==> src/hw/rtl/rfr_pkg.sv <==
// ---------------------------------------------------------------------------
// rfr_pkg: shared types and constants for the radar frame reassembler
// Store size, opcode and status codes, and the records that pass between
// the control, store and output queue modules.
// ---------------------------------------------------------------------------
`default_nettype none
package rfr_pkg;

    // Frame store size in bytes and the widths that follow from it
    localparam int unsigned MAX_FRAME_BYTES = 4194304;
    localparam int unsigned ADDR_W = $clog2(MAX_FRAME_BYTES);
    localparam int unsigned OFF_W  = $clog2(MAX_FRAME_BYTES + 1);

    // Fixed field widths
    localparam int unsigned LEN_W   = 23;
    localparam int unsigned ID_W    = 32;
    localparam int unsigned RADDR_W = 22;
    localparam int unsigned BYTE_W  = 8;
    localparam int unsigned STAT_W  = 3;

    // Widths for the length sum and the minimum-length compare
    localparam int unsigned CMP_W = (OFF_W > LEN_W) ? OFF_W : LEN_W;
    localparam int unsigned SUM_W = CMP_W + 1;

    localparam logic [ID_W-1:0]  START_MAGIC = 32'h00BE0001;
    localparam logic [ID_W-1:0]  BOTH_MAGIC  = 32'hEFBE0001;
    localparam logic [ID_W-1:0]  END_MAGIC   = 32'hEF000001;
    localparam logic [ID_W-1:0]  ID_NONE     = 32'hFFFFFFFF;
    localparam logic [LEN_W-1:0] MIN_RESET   = 23'd3000000;

    // Output queue depth
    localparam int unsigned QDEPTH = 3;
    localparam int unsigned QPTR_W = $clog2(QDEPTH);
    localparam int unsigned QCNT_W = $clog2(QDEPTH + 1);

    typedef enum logic [2:0] {
        OP_PACKET   = 3'd0,
        OP_FRAGMENT = 3'd1,
        OP_FLUSH    = 3'd2,
        OP_RESET    = 3'd3,
        OP_READ     = 3'd4
    } opcode_t;

    typedef enum logic [STAT_W-1:0] {
        ST_NONE       = 3'd0,
        ST_READY      = 3'd1,
        ST_INCOMPLETE = 3'd2,
        ST_OVERFLOW   = 3'd3,
        ST_TOO_SMALL  = 3'd4
    } status_t;

    // Store write request
    typedef struct packed {
        logic              en;
        logic [ADDR_W-1:0] addr;
        logic [BYTE_W-1:0] data;
    } wr_req_t;

    // Store read request
    typedef struct packed {
        logic              en;
        logic [ADDR_W-1:0] addr;
    } rd_req_t;

    // Result of one item before the store byte is merged in
    typedef struct packed {
        logic [STAT_W-1:0] status;
        logic [ID_W-1:0]   rid;
        logic [LEN_W-1:0]  flen;
        logic              use_rdata;
    } res_t;

    // One finished result word
    typedef struct packed {
        logic [STAT_W-1:0] status;
        logic [ID_W-1:0]   rid;
        logic [LEN_W-1:0]  flen;
        logic [BYTE_W-1:0] rdata;
    } out_word_t;

endpackage
`default_nettype wire

==> src/hw/rtl/rfr_outq.sv <==
// ---------------------------------------------------------------------------
// rfr_outq: result queue
// Small queue between the result stage and the output channel. Room is
// reserved for the word in flight, so the input side never waits on the
// output handshake combinationally.
// ---------------------------------------------------------------------------
`default_nettype none
module rfr_outq (
    input  wire logic                aclk,
    input  wire logic                aresetn,
    input  wire logic                push,
    input  wire rfr_pkg::out_word_t  push_word,
    output logic                     room,
    output logic                     pop_valid,
    output rfr_pkg::out_word_t       pop_word,
    input  wire logic                pop_ready
);

    rfr_pkg::out_word_t              q_mem [rfr_pkg::QDEPTH];
    logic [rfr_pkg::QPTR_W-1:0]      wr_ptr_reg, wr_ptr_next;
    logic [rfr_pkg::QPTR_W-1:0]      rd_ptr_reg, rd_ptr_next;
    logic [rfr_pkg::QCNT_W-1:0]      count_reg, count_next;
    logic                            pop;

    function automatic logic [rfr_pkg::QPTR_W-1:0] bump(
        input logic [rfr_pkg::QPTR_W-1:0] p);
        logic [rfr_pkg::QPTR_W-1:0] n;
        if (p == rfr_pkg::QPTR_W'(rfr_pkg::QDEPTH - 1)) begin
            n = '0;
        end else begin
            n = p + 1'b1;
        end
        return n;
    endfunction

    // Accept a new word only if the queue has room for it and the one in flight
    assign room      = (rfr_pkg::QCNT_W'(count_reg) + rfr_pkg::QCNT_W'(push))
                       < rfr_pkg::QCNT_W'(rfr_pkg::QDEPTH);
    assign pop_valid = (count_reg != '0);
    assign pop_word  = q_mem[rd_ptr_reg];
    assign pop       = pop_valid && pop_ready;

    // Advance pointers and count
    always_comb begin
        wr_ptr_next = push ? bump(wr_ptr_reg) : wr_ptr_reg;
        rd_ptr_next = pop  ? bump(rd_ptr_reg) : rd_ptr_reg;
        count_next  = count_reg + rfr_pkg::QCNT_W'(push) - rfr_pkg::QCNT_W'(pop);
    end

    always_ff @(posedge aclk) begin
        if (!aresetn) begin
            wr_ptr_reg <= '0;
            rd_ptr_reg <= '0;
            count_reg  <= '0;
        end else begin
            wr_ptr_reg <= wr_ptr_next;
            rd_ptr_reg <= rd_ptr_next;
            count_reg  <= count_next;
        end
    end

    // Store the pushed word
    always_ff @(posedge aclk) begin
        if (push) begin
            q_mem[wr_ptr_reg] <= push_word;
        end
    end

endmodule
`default_nettype wire

==> config.mk <==
export PLATFORM = sky130hd
export DESIGN_NAME = rfr_outq
export DESIGN_NICKNAME = d
export VERILOG_FILES = /design/src/hw/rtl/rfr_pkg.sv /design/src/hw/rtl/rfr_outq.sv
export SDC_FILE = /design/constraint.sdc
export NUM_CORES = 1
export LEC_CHECK = 0
export ABC_CLOCK_PERIOD_IN_PS = 15780
export BUFFER_PORTS_ARGS = -buffer_cell sky130_fd_sc_hd__buf_2
export CORE_AREA = 2 2 142 144
export CTS_CLUSTER_DIAMETER = 30
export DETAILED_ROUTE_END_ITERATION = 8
export DIE_AREA = 0 0 144 146
export GPL_ROUTABILITY_DRIVEN = 0
export GPL_TIMING_DRIVEN = 0
export HOLD_SLACK_MARGIN = 0.08
export PLACE_DENSITY = 0.59
export SLEW_MARGIN = 20
export SYNTH_ARGS = -nofsm -noshare
export SYNTH_HDL_FRONTEND = slang
export SYNTH_SLANG_ARGS = --single-unit
==> constraint.sdc <==
create_clock -name aclk -period 15.78 [get_ports aclk]
set_input_delay 1.578 -clock aclk [delete_from_list [all_inputs] [get_ports aclk]]
set_output_delay 1.578 -clock aclk [all_outputs]
set_load 0.05 [all_outputs]
==> results_tabular.tex <==
\begin{tabular}{lr}
\hline
Metric & Value \\
\hline
\multicolumn{2}{l}{\textbf{Setup path}} \\
Category of cells accounting for the largest share of critical-path delay & buffers and inverters \\
Capture point of the worst path & room \\
Worst setup slack for register-to-register paths & 13710 ps \\
Data arrival, critical path & 2460 ps \\
Count of buffering cells on the critical path with inverters included & 2 \\
Critical path's most frequent cell & buf\_2 \\
RR Startpoint & wr\_ptr\_reg[0]\$\_SDFFE\_PN0P\_ \\
Start point of the critical path & push \\
Biggest fanout along the worst timing path & 6 \\
Crit Reg-Reg Endpoint & q\_mem[0][22]\$\_DFFE\_PP\_ \\
CP peak stage delay & 230 ps \\
Number of stages on the worst setup path & 5 \\
Required time reported for the critical path endpoint & roughly 14000 ps \\
Category of the worst setup path launch point & primary input \\
Library cell contributing the largest single delay on the critical path & xor2\_1 \\
Number of cell instances on the worst register-to-register path & 5 \\
Crit path kind & primary input to output port \\
Critical Path Sink Type & output port \\
CP Cell Sequence & buf\_2, ha\_1, xor2\_1, nand2\_1, buf\_2 \\
\multicolumn{2}{l}{\textbf{STA}} \\
Count of endpoints failing hold in the final timing report & 0 \\
Crit share post-route & 0.2558 \\
Setup TNS after final layout & 0 ps \\
Worst path setup slack after routing & $\sim$12000 ps \\
Relative max-transition margin & 0.6035 \\
Maximum achievable frequency & 247.8 MHz \\
Setup repair after global routing missed its margin & no \\
Min Tclk post-route & just over 4000 ps \\
Final setup violation count & 0 \\
Measured slew at the worst slew-check pin & 592.2 ps \\
Final clock skew & 8.866 ps \\
Total count of max-transition violations in the final report & 0 \\
\multicolumn{2}{l}{\textbf{Placement}} \\
Placement-stage cell area & 0.008892 mm\^{}2 \\
Post-DP HPWL & approximately 10000 um \\
Placed cell count & 867 \\
Post-Place Setup Slack & 11740 ps \\
Number of port buffers & 136 \\
\multicolumn{2}{l}{\textbf{Clock network}} \\
Register clock-pin slew on the reported worst setup and hold paths & 40 ps \\
Clock sink count & around 210 \\
Clk\_lat worst skew & around 490 ps \\
CTS resizes & 0 \\
Root buffer selected by CTS & clkbuf\_16 \\
Number of clock buffers inserted by TritonCTS & 38 \\
Number of H-tree levels & 2 \\
TritonCTS clock tree & yes \\
Longest Clk Path Bufs & 3 \\
Hold buffer count at CTS & 0 \\
Buffers inserted during post-CTS setup optimization & 0 \\
\multicolumn{2}{l}{\textbf{Global route}} \\
Number of antenna violations at the first check in global routing & 1 \\
Vias in the first global route & between 4000 and 5000 \\
GRT Overall Usage & 0.1493 \\
Total grt overflow & 0 \\
Global-route wire length before repair & between 20000 and 25000 um \\
Maximum number of pins on one net before global-route repair & 35 \\
Layer with the highest usage & met2 \\
Met1 Resource Use GR & 0.1805 \\
M3 GR Usage & 0.04146 \\
Met2 demand-to-capacity share in global routing & 0.2538 \\
\multicolumn{2}{l}{\textbf{Routing}} \\
Count of vias placed by the detailed router & 4379 \\
Vias per cell & 4.668 \\
Avg WL per Cell & 16.68 um \\
Detailed-routing iteration count for the pre-antenna-repair pass & 4 \\
Routed wire length & roughly 16000 um \\
Starting DRT DRC Count & $\sim$130 \\
DRC violation count after routing & 0 \\
Number of antenna-violating nets in the routed design & 0 \\
\multicolumn{2}{l}{\textbf{Layout}} \\
Area Overhead vs Synth & 31.33\% \\
Number of non-filler instances in the completed layout & 938 \\
Biggest register & q\_mem \\
Post-route design area & 0.01013 mm\^{}2 \\
Share of final-layout standard cells stronger than drive strength 1 & 0.3393 \\
Max FFs per register & between 150 and 200 \\
Final Net Count & 714 \\
\multicolumn{2}{l}{\textbf{Floorplan}} \\
Number of top-level pins & 138 \\
Placeable core area & 0.01933 mm\^{}2 \\
Die height & around 150 um \\
Die area & 0.02102 mm\^{}2 \\
Initial core utilization & 0.3990 \\
Die Span X & approximately 140 um \\
Number of core rows & 51 \\
\multicolumn{2}{l}{\textbf{Pwr}} \\
Power per cell area & approximately 180 mW/mm\^{}2 \\
Highest ir drop seen on vdd & 123.5 uV \\
Leak & $\sim$3.6 nW \\
\multicolumn{2}{l}{\textbf{Synthesis}} \\
Number of synthesized register bits & 206 \\
Syn Area/Cell & between 15 and 20 um\^{}2 \\
Warnings from Yosys & 0 \\
Count of cell types in the netlist & 23 \\
Net count after synthesis & 525 \\
Share of the yosys chip area belonging to registers & 0.7914 \\
Synthesized cell area & 0.007715 mm\^{}2 \\
Number of standard cells after synthesis & 453 \\
\multicolumn{2}{l}{\textbf{Min path}} \\
Class of the most critical hold timing path & flop to flop \\
\multicolumn{2}{l}{\textbf{Run status}} \\
Status & finished clean \\
\multicolumn{2}{l}{\textbf{Job}} \\
Number of max-cap violations & 0 \\
\hline
\end{tabular}
==> worst min-delay path: stages (launching register included) <==
cell and delay, ps:
dfxtp_1 310, nand2_1 50, mux2i_1 70
==> cells by family (layout without fill, tap and decap cells) <==
group | Yosys count | count (layout) | synth area share
flip-flops | 206 | 206 | 0.7914
multiplexers | 69 | 69 | 0.08952
other | 0 | 1 | 0
adder cells (fa/ha/maj) | 2 | 2 | 0.003243
XOR/XNOR | 1 | 1 | 0.001135
AND/OR/NAND/NOR | 81 | 81 | 0.04314
buffers and inverters | 25 | 244 | 0.02579
AO/OA/AOI/OAI | 69 | 69 | 0.04573
==> cells in the final DEF (no fill, tap or decap), types with 3 or more instances in the layout <==
cell	n
clkinv_4	3
buf_2	145
edfxtp_1	198
mux2i_1	69
o21ai_1	40
clkinv_2	4
buf_4	10
clkbuf_1	13
clkinv_1	5
clkbuf_16	38
o21ai_0	26
bufinv_16	4
clkinvlp_4	5
nand2_1	71
dfxtp_1	8
buf_12	8
==> cell usage after synthesis <==
library cell	number	area share
nand2_1	71	0.035
o21ai_0	26	0.017
xor2_1	1	0.0011
buf_12	5	0.013
nand2b_1	2	0.0016
edfxtp_1	198	0.77
a21boi_0	1	0.00097
o21a_1	2	0.0019
buf_2	9	0.0058
nand3b_1	2	0.0019
or2_2	1	0.00081
or3b_1	1	0.0011
mux2i_1	69	0.090
nor2b_1	2	0.0016
nor2_1	1	0.00049
ha_1	2	0.0032
buf_4	3	0.0029
inv_1	2	0.00097
clkbuf_2	1	0.00065
o21ai_1	40	0.026
clkbuf_1	5	0.0024
nor3b_1	1	0.00097
dfxtp_1	8	0.021
==> worst min path at each step <==
stage | start | end | slack, ps | cells after the start
floorplan | rd_ptr_reg[1]$_SDFFE_PN0N_ | flop | 450 | 2
global placement | rd_ptr_reg[0]$_SDFFE_PN0N_ | rd_ptr_reg[0]$_SDFFE_PN0N_ | 470 | 2
detailed placement | rd_ptr_reg[1]$_SDFFE_PN0N_ | flop | 490 | 2
CTS | rd_ptr_reg[1]$_SDFFE_PN0N_ | rd_ptr_reg[1]$_SDFFE_PN0N_ | 500 | 2
global route | rd_ptr_reg[1]$_SDFFE_PN0N_ | flop | 520 | 2
finish | rd_ptr_reg[1]$_SDFFE_PN0N_ | rd_ptr_reg[1]$_SDFFE_PN0N_ | 500 | 2
==> report_power, final <==
group	internal (mW)	switching (mW)	leakage, nW
clock	0.509	0.252	0.587
combinational	0.128	0.330	1.12
sequential	0.631	0.00887	1.90
total	1.27	0.591	3.60
==> layout make-up <==
type / count / area, um^2
Clock inverter: 24 / 256.5
Inverter: 2 / 10.01
Buffer: 23 / 191.4
Timing Repair Buffer: 149 / 830.8
Sequential cell: 206 / 6106
Clock buffer: 46 / 980.9
Multi-Input combinational cell: 222 / 1423
Tap cell: 265 / 331.6
Fill cell: 1648 / 9203
Antenna cell: 1 / 2.502
==> stage by stage <==
stage          hold slack, ps  total power [mW]    util
2_1_floorplan           454.7             1.001       -
5_1_grt                 515.4             1.934  0.5239
4_1_cts                 500.4             1.884  0.5239
3_5_place_dp            494.3             1.114  0.4599
3_3_place_gp            473.3             1.107  0.4514
6_report                496.1             1.860  0.5240
==> per-layer routing <==
layer / wire length (um) / part of all wire / vias to the layer above
met4: 358 / 0.023 / 0
li1: - / - / 2099
met2: 7646 / 0.49 / 139
met5: 0 / 0 / -
met3: 1120 / 0.072 / 33
met1: 6517 / 0.42 / 2108
No activity file was read; power rests on OpenSTA's default activity.
