<file path="config.mk">
export PLATFORM = sky130hd
export DESIGN_NAME = rfr_ctrl
export DESIGN_NICKNAME = d
export VERILOG_FILES = /design/src/hw/rtl/rfr_pkg.sv /design/src/hw/rtl/rfr_ctrl.sv
export SDC_FILE = /design/constraint.sdc
export NUM_CORES = 1
export LEC_CHECK = 0
export ABC_AREA = 1
export BUFFER_PORTS_ARGS = -buffer_cell sky130_fd_sc_hd__buf_2
export CAP_MARGIN = 0
export CORE_ASPECT_RATIO = 0.9
export CORE_MARGIN = 5
export CORE_UTILIZATION = 58
export CTS_BUF_LIST = sky130_fd_sc_hd__clkbuf_4 sky130_fd_sc_hd__clkbuf_8
export CTS_CLUSTER_DIAMETER = 120
export CTS_CLUSTER_SIZE = 16
export DETAILED_ROUTE_END_ITERATION = 10
export GPL_TIMING_DRIVEN = 0
export PLACE_DENSITY = 0.83
export SETUP_SLACK_MARGIN = 0.4
export SYNTH_ARGS = -nofsm -noshare
export SYNTH_HDL_FRONTEND = slang
export SYNTH_SLANG_ARGS = --single-unit
</file>
<file path="constraint.sdc">
create_clock -name aclk -period 5.3 [get_ports aclk]
set_input_delay 0.265 -clock aclk [delete_from_list [all_inputs] [get_ports aclk]]
set_output_delay 0.265 -clock aclk [all_outputs]
set_load 0.1 [all_outputs]
</file>
<file path="src/hw/rtl/rfr_pkg.sv">
// ---------------------------------------------------------------------------
// rfr_pkg: shared types and constants for the radar frame reassembler
// Store size, opcode and status codes, and the records that pass between
// the control, store and output queue modules.
// ---------------------------------------------------------------------------
`default_nettype none
package rfr_pkg;

    // Frame store size in bytes and the widths that follow from it
    localparam int unsigned MAX_FRAME_BYTES = 4194304;
    localparam int unsigned ADDR_W = $clog2(MAX_FRAME_BYTES);
    localparam int unsigned OFF_W  = $clog2(MAX_FRAME_BYTES + 1);

    // Fixed field widths
    localparam int unsigned LEN_W   = 23;
    localparam int unsigned ID_W    = 32;
    localparam int unsigned RADDR_W = 22;
    localparam int unsigned BYTE_W  = 8;
    localparam int unsigned STAT_W  = 3;

    // Widths for the length sum and the minimum-length compare
    localparam int unsigned CMP_W = (OFF_W > LEN_W) ? OFF_W : LEN_W;
    localparam int unsigned SUM_W = CMP_W + 1;

    localparam logic [ID_W-1:0]  START_MAGIC = 32'h00BE0001;
    localparam logic [ID_W-1:0]  BOTH_MAGIC  = 32'hEFBE0001;
    localparam logic [ID_W-1:0]  END_MAGIC   = 32'hEF000001;
    localparam logic [ID_W-1:0]  ID_NONE     = 32'hFFFFFFFF;
    localparam logic [LEN_W-1:0] MIN_RESET   = 23'd3000000;

    // Output queue depth
    localparam int unsigned QDEPTH = 3;
    localparam int unsigned QPTR_W = $clog2(QDEPTH);
    localparam int unsigned QCNT_W = $clog2(QDEPTH + 1);

    typedef enum logic [2:0] {
        OP_PACKET   = 3'd0,
        OP_FRAGMENT = 3'd1,
        OP_FLUSH    = 3'd2,
        OP_RESET    = 3'd3,
        OP_READ     = 3'd4
    } opcode_t;

    typedef enum logic [STAT_W-1:0] {
        ST_NONE       = 3'd0,
        ST_READY      = 3'd1,
        ST_INCOMPLETE = 3'd2,
        ST_OVERFLOW   = 3'd3,
        ST_TOO_SMALL  = 3'd4
    } status_t;

    // Store write request
    typedef struct packed {
        logic              en;
        logic [ADDR_W-1:0] addr;
        logic [BYTE_W-1:0] data;
    } wr_req_t;

    // Store read request
    typedef struct packed {
        logic              en;
        logic [ADDR_W-1:0] addr;
    } rd_req_t;

    // Result of one item before the store byte is merged in
    typedef struct packed {
        logic [STAT_W-1:0] status;
        logic [ID_W-1:0]   rid;
        logic [LEN_W-1:0]  flen;
        logic              use_rdata;
    } res_t;

    // One finished result word
    typedef struct packed {
        logic [STAT_W-1:0] status;
        logic [ID_W-1:0]   rid;
        logic [LEN_W-1:0]  flen;
        logic [BYTE_W-1:0] rdata;
    } out_word_t;

endpackage
`default_nettype wire

</file>
<file path="src/hw/rtl/rfr_ctrl.sv">
// ---------------------------------------------------------------------------
// rfr_ctrl: frame collection control
// Holds the collecting flag, write offset, frame id and minimum length,
// updates them for each accepted word, issues store accesses and registers
// the result while the store read completes.
// ---------------------------------------------------------------------------
`default_nettype none
module rfr_ctrl (
    input  wire logic                          aclk,
    input  wire logic                          aresetn,
    input  wire logic                          cfg_wr_en,
    input  wire logic [rfr_pkg::LEN_W-1:0]     cfg_wr_data,
    input  wire logic                          in_take,
    input  wire logic [2:0]                    opcode,
    input  wire logic [rfr_pkg::ID_W-1:0]      magic,
    input  wire logic [rfr_pkg::ID_W-1:0]      frame_id,
    input  wire logic [rfr_pkg::LEN_W-1:0]     packet_len,
    input  wire logic [rfr_pkg::BYTE_W-1:0]    data_byte,
    input  wire logic                          byte_valid,
    input  wire logic                          first_beat,
    input  wire logic                          last_beat,
    input  wire logic [rfr_pkg::RADDR_W-1:0]   read_address,
    output rfr_pkg::wr_req_t                   wr,
    output rfr_pkg::rd_req_t                   rd,
    output logic                               res_valid_reg,
    output rfr_pkg::res_t                      res_reg
);

    logic                           collecting_reg, collecting_next;
    logic [rfr_pkg::OFF_W-1:0]      offset_reg, offset_next;
    logic [rfr_pkg::ID_W-1:0]       cur_id_reg, cur_id_next;
    logic                           accepting_reg, accepting_next;
    logic [rfr_pkg::LEN_W-1:0]      min_reg;
    rfr_pkg::res_t                  res_next;

    // Does a packet of the given length fit behind the given offset
    function automatic logic fits(input logic [rfr_pkg::OFF_W-1:0] off,
                                  input logic [rfr_pkg::LEN_W-1:0] len);
        logic [rfr_pkg::SUM_W-1:0] sum;
        sum = rfr_pkg::SUM_W'(off) + rfr_pkg::SUM_W'(len);
        return sum <= rfr_pkg::SUM_W'(rfr_pkg::MAX_FRAME_BYTES);
    endfunction

    // Next state, store access and result for the word on the input
    always_comb begin
        logic is_start;
        logic is_end;
        logic coll;
        logic acc;
        logic [rfr_pkg::OFF_W-1:0] off;
        logic [rfr_pkg::ID_W-1:0]  cid;
        logic do_append;
        logic long_enough;
        logic [rfr_pkg::CMP_W-1:0] off_c;
        logic [rfr_pkg::CMP_W-1:0] min_c;

        is_start = (magic == rfr_pkg::START_MAGIC) || (magic == rfr_pkg::BOTH_MAGIC);
        is_end   = (magic == rfr_pkg::END_MAGIC)   || (magic == rfr_pkg::BOTH_MAGIC);
        coll     = collecting_reg;
        acc      = accepting_reg;
        off      = offset_reg;
        cid      = cur_id_reg;
        do_append   = 1'b0;
        long_enough = 1'b0;
        off_c    = '0;
        min_c    = rfr_pkg::CMP_W'(min_reg);

        res_next           = '0;
        res_next.status    = rfr_pkg::ST_NONE;
        wr                 = '0;
        wr.data            = data_byte;
        rd                 = '0;
        rd.addr            = rfr_pkg::ADDR_W'(read_address);

        unique case (opcode)
            rfr_pkg::OP_PACKET, rfr_pkg::OP_FRAGMENT: begin
                // Start of a packet or fragment: decide whether to accept it
                if (first_beat) begin
                    if (opcode == rfr_pkg::OP_FRAGMENT) begin
                        acc = coll && fits(off, packet_len);
                    end else begin
                        acc = 1'b0;
                        if (is_start) begin
                            if (coll && (cid != frame_id)) begin
                                res_next.status = rfr_pkg::ST_INCOMPLETE;
                                res_next.rid    = cid;
                            end
                            off  = '0;
                            cid  = frame_id;
                            coll = 1'b1;
                        end
                        if (coll && (frame_id == cid)) begin
                            if (fits(off, packet_len)) begin
                                acc = 1'b1;
                            end else begin
                                coll            = 1'b0;
                                res_next.status = rfr_pkg::ST_OVERFLOW;
                                res_next.rid    = frame_id;
                            end
                        end
                    end
                end
                // Append the byte while below the store end
                do_append = acc && byte_valid &&
                            (rfr_pkg::SUM_W'(off) < rfr_pkg::SUM_W'(rfr_pkg::MAX_FRAME_BYTES));
                wr.en   = in_take && do_append;
                wr.addr = rfr_pkg::ADDR_W'(off);
                off_c   = rfr_pkg::CMP_W'(off);
                long_enough = do_append ? (off_c >= min_c) : (off_c > min_c);
                if (do_append) begin
                    off = off + 1'b1;
                end
                // Close the frame on an end magic
                if (last_beat) begin
                    if ((opcode == rfr_pkg::OP_PACKET) && acc && coll && is_end) begin
                        res_next.status = long_enough ? rfr_pkg::ST_READY
                                                      : rfr_pkg::ST_TOO_SMALL;
                        res_next.rid    = cid;
                        res_next.flen   = rfr_pkg::LEN_W'(off);
                        off  = '0;
                        cid  = rfr_pkg::ID_NONE;
                        coll = 1'b0;
                    end
                    acc = 1'b0;
                end
            end
            rfr_pkg::OP_FLUSH: begin
                // Deliver a long enough frame, then clear
                off_c = rfr_pkg::CMP_W'(off);
                if (coll && (off_c > min_c)) begin
                    res_next.status = rfr_pkg::ST_READY;
                    res_next.rid    = cid;
                    res_next.flen   = rfr_pkg::LEN_W'(off);
                end
                off  = '0;
                cid  = rfr_pkg::ID_NONE;
                coll = 1'b0;
                acc  = 1'b0;
            end
            rfr_pkg::OP_RESET: begin
                off  = '0;
                cid  = rfr_pkg::ID_NONE;
                coll = 1'b0;
                acc  = 1'b0;
            end
            rfr_pkg::OP_READ: begin
                // Read the store; addresses past the end give zero
                if (32'(read_address) < 32'(rfr_pkg::MAX_FRAME_BYTES)) begin
                    rd.en              = in_take;
                    res_next.use_rdata = 1'b1;
                end
            end
            default: begin
            end
        endcase

        collecting_next = coll;
        offset_next     = off;
        cur_id_next     = cid;
        accepting_next  = acc;
    end

    // Frame state and minimum length
    always_ff @(posedge aclk) begin
        if (!aresetn) begin
            collecting_reg <= 1'b0;
            offset_reg     <= '0;
            cur_id_reg     <= rfr_pkg::ID_NONE;
            accepting_reg  <= 1'b0;
            min_reg        <= rfr_pkg::MIN_RESET;
        end else begin
            if (in_take) begin
                collecting_reg <= collecting_next;
                offset_reg     <= offset_next;
                cur_id_reg     <= cur_id_next;
                accepting_reg  <= accepting_next;
            end
            if (cfg_wr_en) begin
                min_reg <= cfg_wr_data;
            end
        end
    end

    // Register the result, aligned with the store read data
    always_ff @(posedge aclk) begin
        if (!aresetn) begin
            res_valid_reg <= 1'b0;
        end else begin
            res_valid_reg <= in_take;
        end
    end

    always_ff @(posedge aclk) begin
        if (in_take) begin
            res_reg <= res_next;
        end
    end

endmodule
`default_nettype wire

</file>
==> flow_summary.json <==
{
  "finalHoldViolations": 0,
  "routed_via_density": 6.00,
  "cp-end-kind": "output pin",
  "grt_usage": 0.370,
  "placed_cell_area_um2": 14200,
  "path_cells": "ha_1 -> a21oi_1 -> nand2_1 -> a21oi_1 -> o21bai_1 -> nand2_1 -> nand2_1 -> xnor2_1 -> nand4_1 -> nor3_1 -> nand2_1 -> nand2_1 -> nand2_1 -> a21oi_1 -> nand4_1 -> buf_6 -> nor2_4 -> buf_12",
  "p_seq_frac": 0.412,
  "min_period_over_period": 0.889,
  "nNetsFinal": 2417,
  "hp-class": "in -> reg",
  "firstDrtPassIters": 7,
  "cp_top_family": "simple AND/OR/NAND/NOR gates",
  "drt_wl_total_um": 48400,
  "ys_seq_area_frac": 0.267,
  "setup_slack_ns": 0.587,
  "dp_slack_ns": -0.175,
  "clk_latency_ns": 0.49,
  "finClkSkew_ns": 0.0215,
  "p_clk_frac": 0.335,
  "numCtsBuffers": 17,
  "synth_area_leader_cell": "edfxtp_1",
  "yosysMostFrequentCell": "nand2_1",
  "p_per_area_nw_per_um2": 195,
  "status": "finished clean",
  "p_sw_frac": 0.366,
  "row_count": 51,
  "synthFlopType": "dfxtp_1",
  "slew_violations": 0,
  "first_global_vias": 13600,
  "slew-limit-headroom": 0.435,
  "io_pins": 264,
  "critPathKind": "reg -> out",
  "place_hpwl_um": 37600,
  "pwr-share-comb": 0.253,
  "clk_pin_slew_ns": 0.09,
  "clock_sinks": 140,
  "fin_total_pwr_mw": 2.91,
  "cts_buffer_depth": 2,
  "wl_per_cell_um": 19.5,
  "route.detailed.drc": 0,
  "cp_num_buf_inv": 2,
  "cp-start-kind": "flop",
  "ys_ff_latch": 140,
  "cp_slowest_cell": "dfxtp_1",
  "avgSynthCellArea_um2": 6.64,
  "rsz0062_at_grt": "no",
  "gp_congestion": 1.05,
  "final-setup-viol-count": 0,
  "netlist_top_cells_count": "nand2_1 (472), inv_1 (213), nor2_1 (162), nand3_1 (159), a21oi_1 (141)",
  "max_freq_ghz": 0.212,
  "slowest_delay_ns": 0.71,
  "numPortBuffers": 233,
  "crit_top_cell": "nand2_1",
  "p_sw_mw": 1.06,
  "antenna_left": 0,
  "synth_top_area_frac": 0.139,
  "antenna_found_initial": 0,
  "synth.area.top_cells": "edfxtp_1 (14%), nand2_1 (14%), dfxtp_1 (13%)",
  "synthToLayoutAreaGrowth_pct": 17.2,
  "netlist_instances": 1913,
  "drive_gt1_frac": 0.166,
  "yosysWarnings": 0,
  "die_h_um": 150,
  "async_flop_share": 0,
  "core_area_um2": 21600,
  "drt_iter0_drc": 1957,
  "ir_drop_mv": 0.141,
  "grt_start_max_net_pins": 62,
  "worst-endpoint-required_ns": 5.04,
  "die_x_um": 166,
  "dieArea_um2": 25000,
  "start_util": 0.589,
  "root_buffer": "clkbuf_8",
  "worst_slew_pin_slew_ns": 0.847,
  "p_int_mw": 1.84,
  "cp_max_fo": 10,
  "leakagePower_nw": 7.09,
  "syn_area_um2": 12700,
  "postLayoutCellArea_um2": 14900,
  "synth_edf_count": 59,
  "grt_pass1_wl_um": 73400,
  "htreeDepth": 4,
  "tritoncts": "done",
  "num_vias": 14900,
  "critPathArrivalTime_ns": 4.45,
  "overflow": 0,
  "ys_types": 53,
  "syn-num-nets": 2154,
  "drv_cap": 0,
  "finalCriticalPeriod_ns": 4.71,
  "largest_reg_flops": 59
}
-- cells in the final DEF (no fill, tap or decap), types with 46 or more instances in the layout --
| cell | count |
|---|---|
| o21ai_0 | 100 |
| nand3_1 | 159 |
| dfxtp_1 | 81 |
| nor2_1 | 161 |
| ha_1 | 84 |
| a21oi_1 | 138 |
| edfxtp_1 | 59 |
| inv_1 | 213 |
| nand2_1 | 470 |
| buf_2 | 243 |
| clkbuf_1 | 46 |
-- final timing paths --
path                            cells past startpoint             to  slack [ns]       startpoint
worst max register to register                     20    res_reg[22]        0.66    offset_reg[2]
worst min-delay path                                3    min_reg[16]       0.005  cfg_wr_data[16]
worst max-delay path                               18         wr[30]        0.59    offset_reg[2]
worst min register to register                      2  accepting_reg        0.47    accepting_reg
-- area by class of cell --
cell class	count	area [µm²]
antenna	2	5.00
buffer	105	589
clock buffer	19	255
clock inverter	13	165
fill	1908	6680
inverter	217	818
multi-input combinational	1451	8020
sequential	140	3390
tap	291	364
timing repair buffer	244	1280
-- cell families after synthesis --
logic type	Yosys count	share of synthesized area
compound gates	360	0.160
flops	140	0.267
xor+xnor	63	0.0434
fa+ha+maj	91	0.0902
mux	29	0.0229
buf+inv	322	0.109
simple gates	908	0.306
-- power groups by stage --
stage	clock network [mW]	logic, mW	registers, mW
floorplan	0	0.389	1.34
global route	1.00	0.785	1.20
finish	0.974	0.735	1.20
CTS	0.958	0.714	1.20
detailed placement	0	0.707	1.22
global placement	0	0.695	1.22
-- routing by layer --
| metal | track usage | part of all wire | up-vias |
|---|---|---|---|
| li1 | - | - | 6970 |
| met1 | 0.507 | 0.40 | 6749 |
| met2 | 0.562 | 0.42 | 1000 |
| met3 | 0.0961 | 0.13 | 165 |
| met4 | 0.148 | 0.046 | 0 |
| met5 | 0 | 0 | - |
-- per-stage QoR --
step | instances | hold slack [ns] | setup TNS, ns | util
6_report | 2482 | 0.00536 | 0 | 0.690
5_1_grt | 2480 | 0.00337 | 0 | 0.690
4_1_cts | 2474 | 0.000207 | 0 | 0.683
3_5_place_dp | 2437 | 0.457 | -0.331 | 0.660
3_3_place_gp | 2437 | 0.454 | -0.300 | 0.660
2_1_floorplan | 1913 | 0.358 | 0 | -
-- worst reg2reg max path: cells and delay by family (launching register included) --
| family | cells | cell delay [ns] |
|---|---|---|
| buf+inv | 1 | 0.31 |
| xor+xnor | 1 | 0.27 |
| compound gates | 5 | 0.86 |
| fa+ha+maj | 1 | 0.41 |
| simple gates | 12 | 1.77 |
| flops | 1 | 0.71 |
-- timing repair --
action	in CTS	in global routing
hold endpoints to repair	4	1
gates resized for setup	8	23
pin swaps	0	1
hold buffers	4	1
endpoints found under the setup margin	1	40
buffers inserted	1	5
No activity file was read; power rests on OpenSTA's default activity.
